### src/rtl/core/assert_macros.svh
// Assertion helpers; both expand to nothing in synthesis builds.
`ifndef ASSERT_MACROS_SVH
`define ASSERT_MACROS_SVH

`ifndef SYNTHESIS

// Property must hold at every clock edge outside reset.
`define ASSERT_PROP(lbl, clk, rst_n, prop, msg) \
  lbl: assert property (@(posedge clk) disable iff (!rst_n) prop) else $error(msg);

// Condition must never be seen outside reset.
`define ASSERT_NEVER(lbl, clk, rst_n, cond, msg) \
  lbl: assert property (@(posedge clk) disable iff (!rst_n) !(cond)) else $error(msg);

`else

`define ASSERT_PROP(lbl, clk, rst_n, prop, msg)
`define ASSERT_NEVER(lbl, clk, rst_n, cond, msg)

`endif

`endif

### src/rtl/core/stbs_pkg.sv
`timescale 1ns / 1ps

package stbs_pkg;

  localparam int unsigned IdxW  = 10;  // position fields
  localparam int unsigned CntW  = 11;  // entry count and match count
  localparam int unsigned DataW = 32;

  typedef enum logic {
    OP_WRITE = 1'b0,
    OP_QUERY = 1'b1
  } opcode_e;

  typedef struct packed {
    opcode_e                  opcode;
    logic [IdxW-1:0]          entry_index;
    logic signed [DataW-1:0]  item_value;
  } item_t;

  typedef struct packed {
    logic [IdxW-1:0] lower_index;
    logic            lower_valid;
    logic [IdxW-1:0] upper_index;
    logic            upper_valid;
    logic [IdxW-1:0] first_match_res;
    logic [IdxW-1:0] last_match;
    logic            found;
    logic [CntW-1:0] match_count;
  } result_t;

  // controller -> datapath
  typedef struct packed {
    logic wr_en;     // store the entry of a write transfer
    logic start;     // latch key, open both search windows
    logic update;    // registered read data valid: narrow windows
    logic load_out;  // move finished result into output register
  } stbs_cmd_t;

  // datapath -> controller
  typedef struct packed {
    logic active;    // at least one search window still non-empty
  } stbs_status_t;

endpackage

### src/rtl/core/stbs_ctrl.sv
`timescale 1ns / 1ps

module stbs_ctrl (
  input  logic                  clk_i,
  input  logic                  rst_ni,
  input  logic                  in_valid_i,
  input  stbs_pkg::opcode_e     opcode_i,
  output logic                  in_stall_o,
  output logic                  out_valid_o,
  input  logic                  out_stall_i,
  input  stbs_pkg::stbs_status_t status_i,
  output stbs_pkg::stbs_cmd_t   cmd_o
);
  import stbs_pkg::*;

  typedef enum logic [3:0] {
    ST_IDLE = 4'b0001,
    ST_READ = 4'b0010,
    ST_CMP  = 4'b0100,
    ST_FIN  = 4'b1000
  } state_e;

  state_e state_q, state_d;
  logic   out_valid_q, out_valid_d;
  logic   slot_free;

  assign slot_free = !out_valid_q || !out_stall_i;

  always_comb begin
    state_d = state_q;
    cmd_o   = '0;
    unique case (state_q)
      ST_IDLE: begin
        if (in_valid_i) begin
          if (opcode_i == OP_QUERY) begin
            cmd_o.start = 1'b1;
            state_d     = ST_READ;
          end else begin
            cmd_o.wr_en = 1'b1;
          end
        end
      end
      ST_READ: begin
        state_d = status_i.active ? ST_CMP : ST_FIN;
      end
      ST_CMP: begin
        cmd_o.update = 1'b1;
        state_d      = ST_READ;
      end
      ST_FIN: begin
        if (slot_free) begin
          cmd_o.load_out = 1'b1;
          state_d        = ST_IDLE;
        end
      end
      default: state_d = ST_IDLE;
    endcase
  end

  always_comb begin
    if (cmd_o.load_out) begin
      out_valid_d = 1'b1;
    end else if (!out_stall_i) begin
      out_valid_d = 1'b0;
    end else begin
      out_valid_d = out_valid_q;
    end
  end

  always_ff @(posedge clk_i or negedge rst_ni) begin
    if (!rst_ni) begin
      state_q     <= ST_IDLE;
      out_valid_q <= 1'b0;
    end else begin
      state_q     <= state_d;
      out_valid_q <= out_valid_d;
    end
  end

  assign in_stall_o  = (state_q != ST_IDLE);
  assign out_valid_o = out_valid_q;

endmodule

### config.mk
export PLATFORM = sky130hd
export DESIGN_NAME = stbs_ctrl
export DESIGN_NICKNAME = d
export VERILOG_FILES = /design/src/rtl/core/assert_macros.svh /design/src/rtl/core/stbs_pkg.sv /design/src/rtl/core/stbs_ctrl.sv
export SDC_FILE = /design/constraint.sdc
export NUM_CORES = 1
export LEC_CHECK = 0
export BUFFER_PORTS_ARGS = -buffer_cell sky130_fd_sc_hd__buf_4
export CORE_AREA = 2 2 39 41
export DETAILED_ROUTE_END_ITERATION = 10
export DIE_AREA = 0 0 41 43
export HOLD_SLACK_MARGIN = 0.12
export PLACE_DENSITY_LB_ADDON = 0.1
export SYNTH_ARGS = -nofsm -noshare
export SYNTH_HDL_FRONTEND = slang
export SYNTH_SLANG_ARGS = --single-unit
### constraint.sdc
create_clock -name clk_i -period 1.6 [get_ports clk_i]
set_input_delay 0.24 -clock clk_i [delete_from_list [all_inputs] [get_ports clk_i]]
set_output_delay 0.24 -clock clk_i [all_outputs]
set_load 0.005 [all_outputs]
==> flow_summary.json, run 1 <==
{
  "io_pins": 12,
  "vias": 324,
  "postRouteAntennaNets": 0,
  "fp.dieW_um": 41,
  "fin_nets": 58,
  "grt_pass1_vias": 313,
  "async_flop_share_pct": 100,
  "final_cell_area_um2": 493,
  "end_kind": "output port",
  "synth_cells": 30,
  "hold_start": "status_i",
  "syn-cell-area_um2": 303,
  "hpwlAfterDp_um": 561,
  "r2r_start": "state_q[1]",
  "failed_checks": "negative setup slack",
  "ys_top_cells_by_area": "dfrtp_1 (33%), dfstp_2 (8.7%), nand2_1 (6.2%)",
  "rr_worst_depth": 4,
  "drive_gt1_share_pct": 60.8,
  "synth_edf_count": 0,
  "final_core_util_pct": 35.6,
  "fillerInstances": 140,
  "timing.rr.end": "state_q[0]",
  "die-area_um2": 1760,
  "path_clk_slew_ns": 0.05,
  "netlist-cell-type-count": 21,
  "coreArea_um2": 1380,
  "reg2reg_slack_ns": 0.24,
  "critPathRequiredTime_ns": 1.36,
  "placed_cell_area_um2": 417,
  "synth-warning-count": 0,
  "antenna_cells": 0,
  "grtUsageTotal_pct": 11.0,
  "worst_pin_slew_ns": 0.209,
  "syn_nets": 36,
  "ys.flop_type": "dfrtp_1",
  "min_path_cells": 3,
  "seq_area_frac_synth_pct": 41.7,
  "maxSlewHeadroom_pct": 85.9,
  "finalWorstSetupSlack_ns": -0.205,
  "finalCriticalPeriod_ns": 1.81,
  "synth_area_per_cell_um2": 10.1,
  "rows": 14,
  "wirelength_um": 822,
  "cp_max_fo": 5,
  "hold_violations": 0,
  "place.gp.congestion": 0.760,
  "io_buffers": 11,
  "finalCritPeriodShare_pct": 113,
  "area_delta_synth_final_pct": 62.8,
  "grt_first_pass_wirelength_um": 1250,
  "drv_cap": 0,
  "tritoncts": "done",
  "clk_path_buf_depth": 2,
  "crit_type": "register to output port",
  "arrival_ns": 1.57,
  "antenna_found_initial": 0,
  "synth_area_leader_cell": "dfrtp_1",
  "status": "finished with violations",
  "post_drt_via_cell_ratio": 4.84,
  "drt_pre_antenna_iters": 4,
  "initial_core_util_pct": 21.9,
  "cts.htree.levels": 1,
  "grt_max_degree": 8,
  "drtIter0Drc": 5,
  "slew_violations": 0,
  "routedWlPerCell_um": 12.3,
  "grt.overflow.total": 0,
  "synth_common_cells": "nand2_1 (5), dfrtp_1 (4), inv_1 (2), nor3_1 (2)",
  "holdPathEnd": "state_q[2]",
  "finClkSkew_ns": 0.00283,
  "die_y_um": 43,
  "clock_latency_ns": 0.25,
  "setup_viol": 4,
  "ys_ff_latch": 5,
  "route.detailed.drc": 0,
  "finalSetupTns_ns": -0.663,
  "irDropWorstVdd_mv": 0.269,
  "cts_root_buf": "clkbuf_4",
  "power_density_nw_per_um2": 786,
  "hold_path.class": "input pin to register",
  "fmax_ghz": 0.554,
  "setup.worst_path.start_class": "register",
  "cts_buffers": 3,
  "cts_num_sinks": 5,
  "yosysMostFrequentCell": "nand2_1",
  "fin_hold_ws_ns": 0.241,
  "synth_top_area_share_pct": 33.1,
  "p_total_uw": 388,
  "rsz0062_at_grt": "yes",
  "cellLeakagePower_uw": 0.000240
}
-- flip-flops by register name, indices dropped and copies added (netlist names) --
signal,cells
state_q,4
out_valid_o,1
-- power by group --
part | total [uW] | internal, uW | switching (uW)
sequential | 141 | 134 | 6.34
clock | 156 | 94.9 | 60.8
combinational | 91.2 | 56.4 | 34.8
-- critical path: stages (launching register included) --
cell and delay [ns]:
dfrtp_1 0.43, or4b_4 0.59, nor3b_2 0.17, buf_4 0.13
-- cell type report --
| cell class | instances | area (um2) | area share, % |
|---|---|---|---|
| multi-input combinational | 21 | 158 | 32.0 |
| timing repair buffer | 19 | 153 | 31.0 |
| sequential | 5 | 129 | 26.1 |
| clock buffer | 4 | 26.3 | 5.33 |
| tap | 16 | 20.0 | 4.06 |
| inverter | 2 | 7.51 | 1.52 |
-- routing by layer --
metal  wire length, um  global-route usage, %  vias up
li1                  -                      -      153
met3                40                   5.24        2
met4                10                   8.00        0
met1               352                   13.3      162
met2               419                   14.4        7
met5                 0                      0        -
-- cells in the final DEF, fill, tap and decap left out, drive strengths merged --
| master | count |
|---|---|
| a211o | 1 |
| a211oi | 1 |
| a21oi | 1 |
| a31oi | 1 |
| and4b | 1 |
| buf | 18 |
| clkbuf | 4 |
| dfrtp | 4 |
| dfstp | 1 |
| dlygate4sd3 | 1 |
| inv | 2 |
| nand2 | 5 |
| nand4b | 1 |
| nor2 | 1 |
| nor3 | 2 |
| nor3b | 1 |
| nor4 | 1 |
| o21ai | 1 |
| o31a | 1 |
| or3b | 1 |
| or4 | 1 |
| or4b | 1 |
-- through the flow --
| stage | setup slack [ns] | instances |
|---|---|---|
| after floorplan | 0.128 | 30 |
| after detailed placement | 0.0438 | 59 |
| after CTS | -0.218 | 67 |
| after global routing | -0.263 | 67 |
| final | -0.205 | 67 |
| after global placement | 0.0623 | 59 |
-- what timing repair did --
item                                    CTS  global route
hold buffers                              1             0
setup buffers                             3             0
pin swaps                                 1             1
endpoints found under the hold margin     5             0
resized for setup                         3             4
endpoints found under the setup margin    4             4
-- worst max path at each step --
stage                    start  endpoint  slack (ns)  cells after the start
floorplan           state_q[1]  cmd_o[3]        0.13                      3
global placement    state_q[0]  cmd_o[3]        0.06                      3
detailed placement  state_q[0]  cmd_o[3]        0.04                      3
CTS                 state_q[0]  cmd_o[3]       -0.22                      3
global route        state_q[0]  cmd_o[3]       -0.26                      3
finish              state_q[1]  cmd_o[3]       -0.21                      3
-- logic make-up after synthesis --
| group | synth area share, % |
|---|---|
| buf+inv | 8.68 |
| compound gates | 14.0 |
| simple gates | 35.5 |
| flops | 41.7 |
(Power assumes the default switching activity.)
==> run 2: changes to the inputs <==
==> constraint.sdc (replaced) <==
create_clock -name clk_i -period 1.6 [get_ports clk_i]
set_input_delay 0.32 -clock clk_i [delete_from_list [all_inputs] [get_ports clk_i]]
set_output_delay 0.32 -clock clk_i [all_outputs]
set_load 0.005 [all_outputs]
==> run 2 against run 1 <==
Compared with the run above:
- the run still ends with negative setup slack left
- worst setup slack got worse by 0.094 ns
- sequential power barely moved
- critical path depth did not move
- sequential cell count did not move
- utilization rose by 3.0 points
- sequential share of layout area fell by 2.3 points
- cell count rose by 6.0%
- critical endpoint unchanged
- largest cell class is now non-clock buffers
- highest routed layer is now met3
==> flow_summary.json, run 2 (synthesis results as in run 1) <==
{
  "status": "finished with violations",
  "failed_checks": "negative setup slack",
  "p_seq_share_pct": 35.5,
  "die_y_um": 43,
  "initial_core_util_pct": 21.9,
  "tritoncts": "done",
  "die-area_um2": 1760,
  "critPathRequiredTime_ns": 1.28,
  "slew_violations": 0,
  "grt.overflow.total": 0,
  "antenna_cells": 0,
  "area_delta_synth_final_pct": 76.4,
  "io_pins": 12,
  "setup_viol": 4,
  "hold_path.class": "input pin to register",
  "vias": 328,
  "post_drt_via_cell_ratio": 4.62,
  "antenna_found_initial": 0,
  "intPower_uw": 291,
  "place.gp.congestion": 0.756,
  "route.detailed.drc": 0,
  "path_clk_slew_ns": 0.05,
  "cp_num_buf_inv": 1,
  "irDropWorstVdd_mv": 0.363,
  "cp_cell_sequence": "or4b_4 -> nor3b_2 -> buf_4",
  "dp_worst_setup_slack_ns": -0.0341,
  "maxSlewHeadroom_pct": 85.3,
  "layout_commonest_cell": "buf_4",
  "end_kind": "output port",
  "clk_path_buf_depth": 2,
  "drt_pre_antenna_iters": 3,
  "placed_cell_area_um2": 432,
  "cp_max_fo": 3,
  "finalCriticalPeriod_ns": 1.90,
  "crit_type": "register to output port",
  "final_cell_area_um2": 534,
  "comb_power_share_pct": 26.5,
  "finalWorstSetupSlack_ns": -0.299,
  "fmax_ghz": 0.526,
  "grt_max_degree": 7,
  "fin_cells": 71,
  "arrival_ns": 1.58,
  "rsz0062_at_grt": "yes",
  "multi_input_area_um2": 165,
  "io_buffers": 11,
  "cts_root_buf": "clkbuf_4",
  "cts_num_sinks": 5,
  "drv_cap": 0,
  "finClkSkew_ns": 0.00441,
  "ff_latch_area_um2": 128,
  "grt_first_pass_wirelength_um": 1290,
  "rows": 14,
  "placed_cells": 61,
  "grt_pass1_vias": 319,
  "fillerInstances": 152,
  "crit_family": "simple AND/OR/NAND/NOR gates",
  "coreArea_um2": 1380,
  "final_cell_mix": "buf_4 (19), nand2_1 (4), clkbuf_4 (3), dfrtp_1 (3), buf_6 (3)",
  "finalCritPeriodShare_pct": 119,
  "hpwlAfterDp_um": 612,
  "wirelength_um": 851,
  "p_total_uw": 395,
  "setup.worst_path.start_class": "register",
  "largest-register": "state_q",
  "postRouteAntennaNets": 0,
  "slowest_stage": "dfstp_2",
  "largest_register_ffs": 4,
  "cellLeakagePower_uw": 0.000270,
  "p_sw_uw": 104,
  "power_density_nw_per_um2": 739,
  "cts.htree.levels": 1,
  "routedWlPerCell_um": 12.0,
  "pwr-share-clk_pct": 38.0,
  "cp_slowest_stage_delay_ns": 0.53,
  "drtIter0Drc": 2,
  "drive_gt1_share_pct": 67.3,
  "p_sw_share_pct": 26.4,
  "cts_buffers": 3,
  "fin_nets": 62,
  "worst_pin_slew_ns": 0.218,
  "finalSetupTns_ns": -1.01,
  "clock_latency_ns": 0.24,
  "fp.dieW_um": 41,
  "hold_violations": 0,
  "grtUsageTotal_pct": 10.9
}
## run 2: power groups by stage
stage	clock network [uW]	registers (uW)	logic (uW)
after global placement	0	142	74.9
after detailed placement	0	142	75.4
after CTS	154	139	92.9
after global routing	169	140	114
final	150	140	105
after floorplan	0	141	36.8
## run 2: per-layer routing
layer  global-route usage, %  up-vias  routed length (um)
met5                       0        -                   0
li1                        -      160                   -
met1                    15.2      163                 381
met2                    15.3        5                 443
met3                    4.71        0                  26
met4                    2.00        0                   0
## run 2: layout make-up
cell class              count  share of cell area (%)
multi-input cells          21                    30.9
well taps                  16                    3.75
clock inverters             1                   0.937
flip-flops and latches      5                    23.9
inverters                   2                    1.41
repair buffers             23                    34.9
clock buffers               3                    4.22
## run 2: worst paths after layout
path / slack, ns / end / from / depth (start not counted)
max in group asynchronous: 0.99 / state_q[0] / rst_ni / 2
min reg2reg: 0.52 / state_q[2] / state_q[3] / 1
min: 0.33 / out_valid_o / out_stall_i / 3
min in group asynchronous: 0.41 / state_q[1] / rst_ni / 2
max: -0.30 / cmd_o[3] / state_q[0] / 3
max reg2reg: 0.23 / state_q[0] / state_q[0] / 4
## run 2: through the flow
step / hold slack [ns] / util (%)
2_1_floorplan: 0.0244 / -
3_3_place_gp: 0.125 / 31.2
3_5_place_dp: 0.126 / 31.2
4_1_cts: 0.319 / 36.7
5_1_grt: 0.340 / 38.6
6_report: 0.327 / 38.6
## run 2: worst register-to-register path: stages (launching register included)
cell	delay, ns
dfstp_2	0.53
or4b_4	0.50
nor2_4	0.12
buf_4	0.11
a31oi_1	0.03
## run 2: timing repair
action | in CTS | in global routing
resized for setup | 5 | 4
hold endpoints to repair | 5 | 0
setup buffers | 3 | 2
hold buffers | 1 | 0
pin swaps | 0 | 2
setup endpoints to repair | 4 | 5
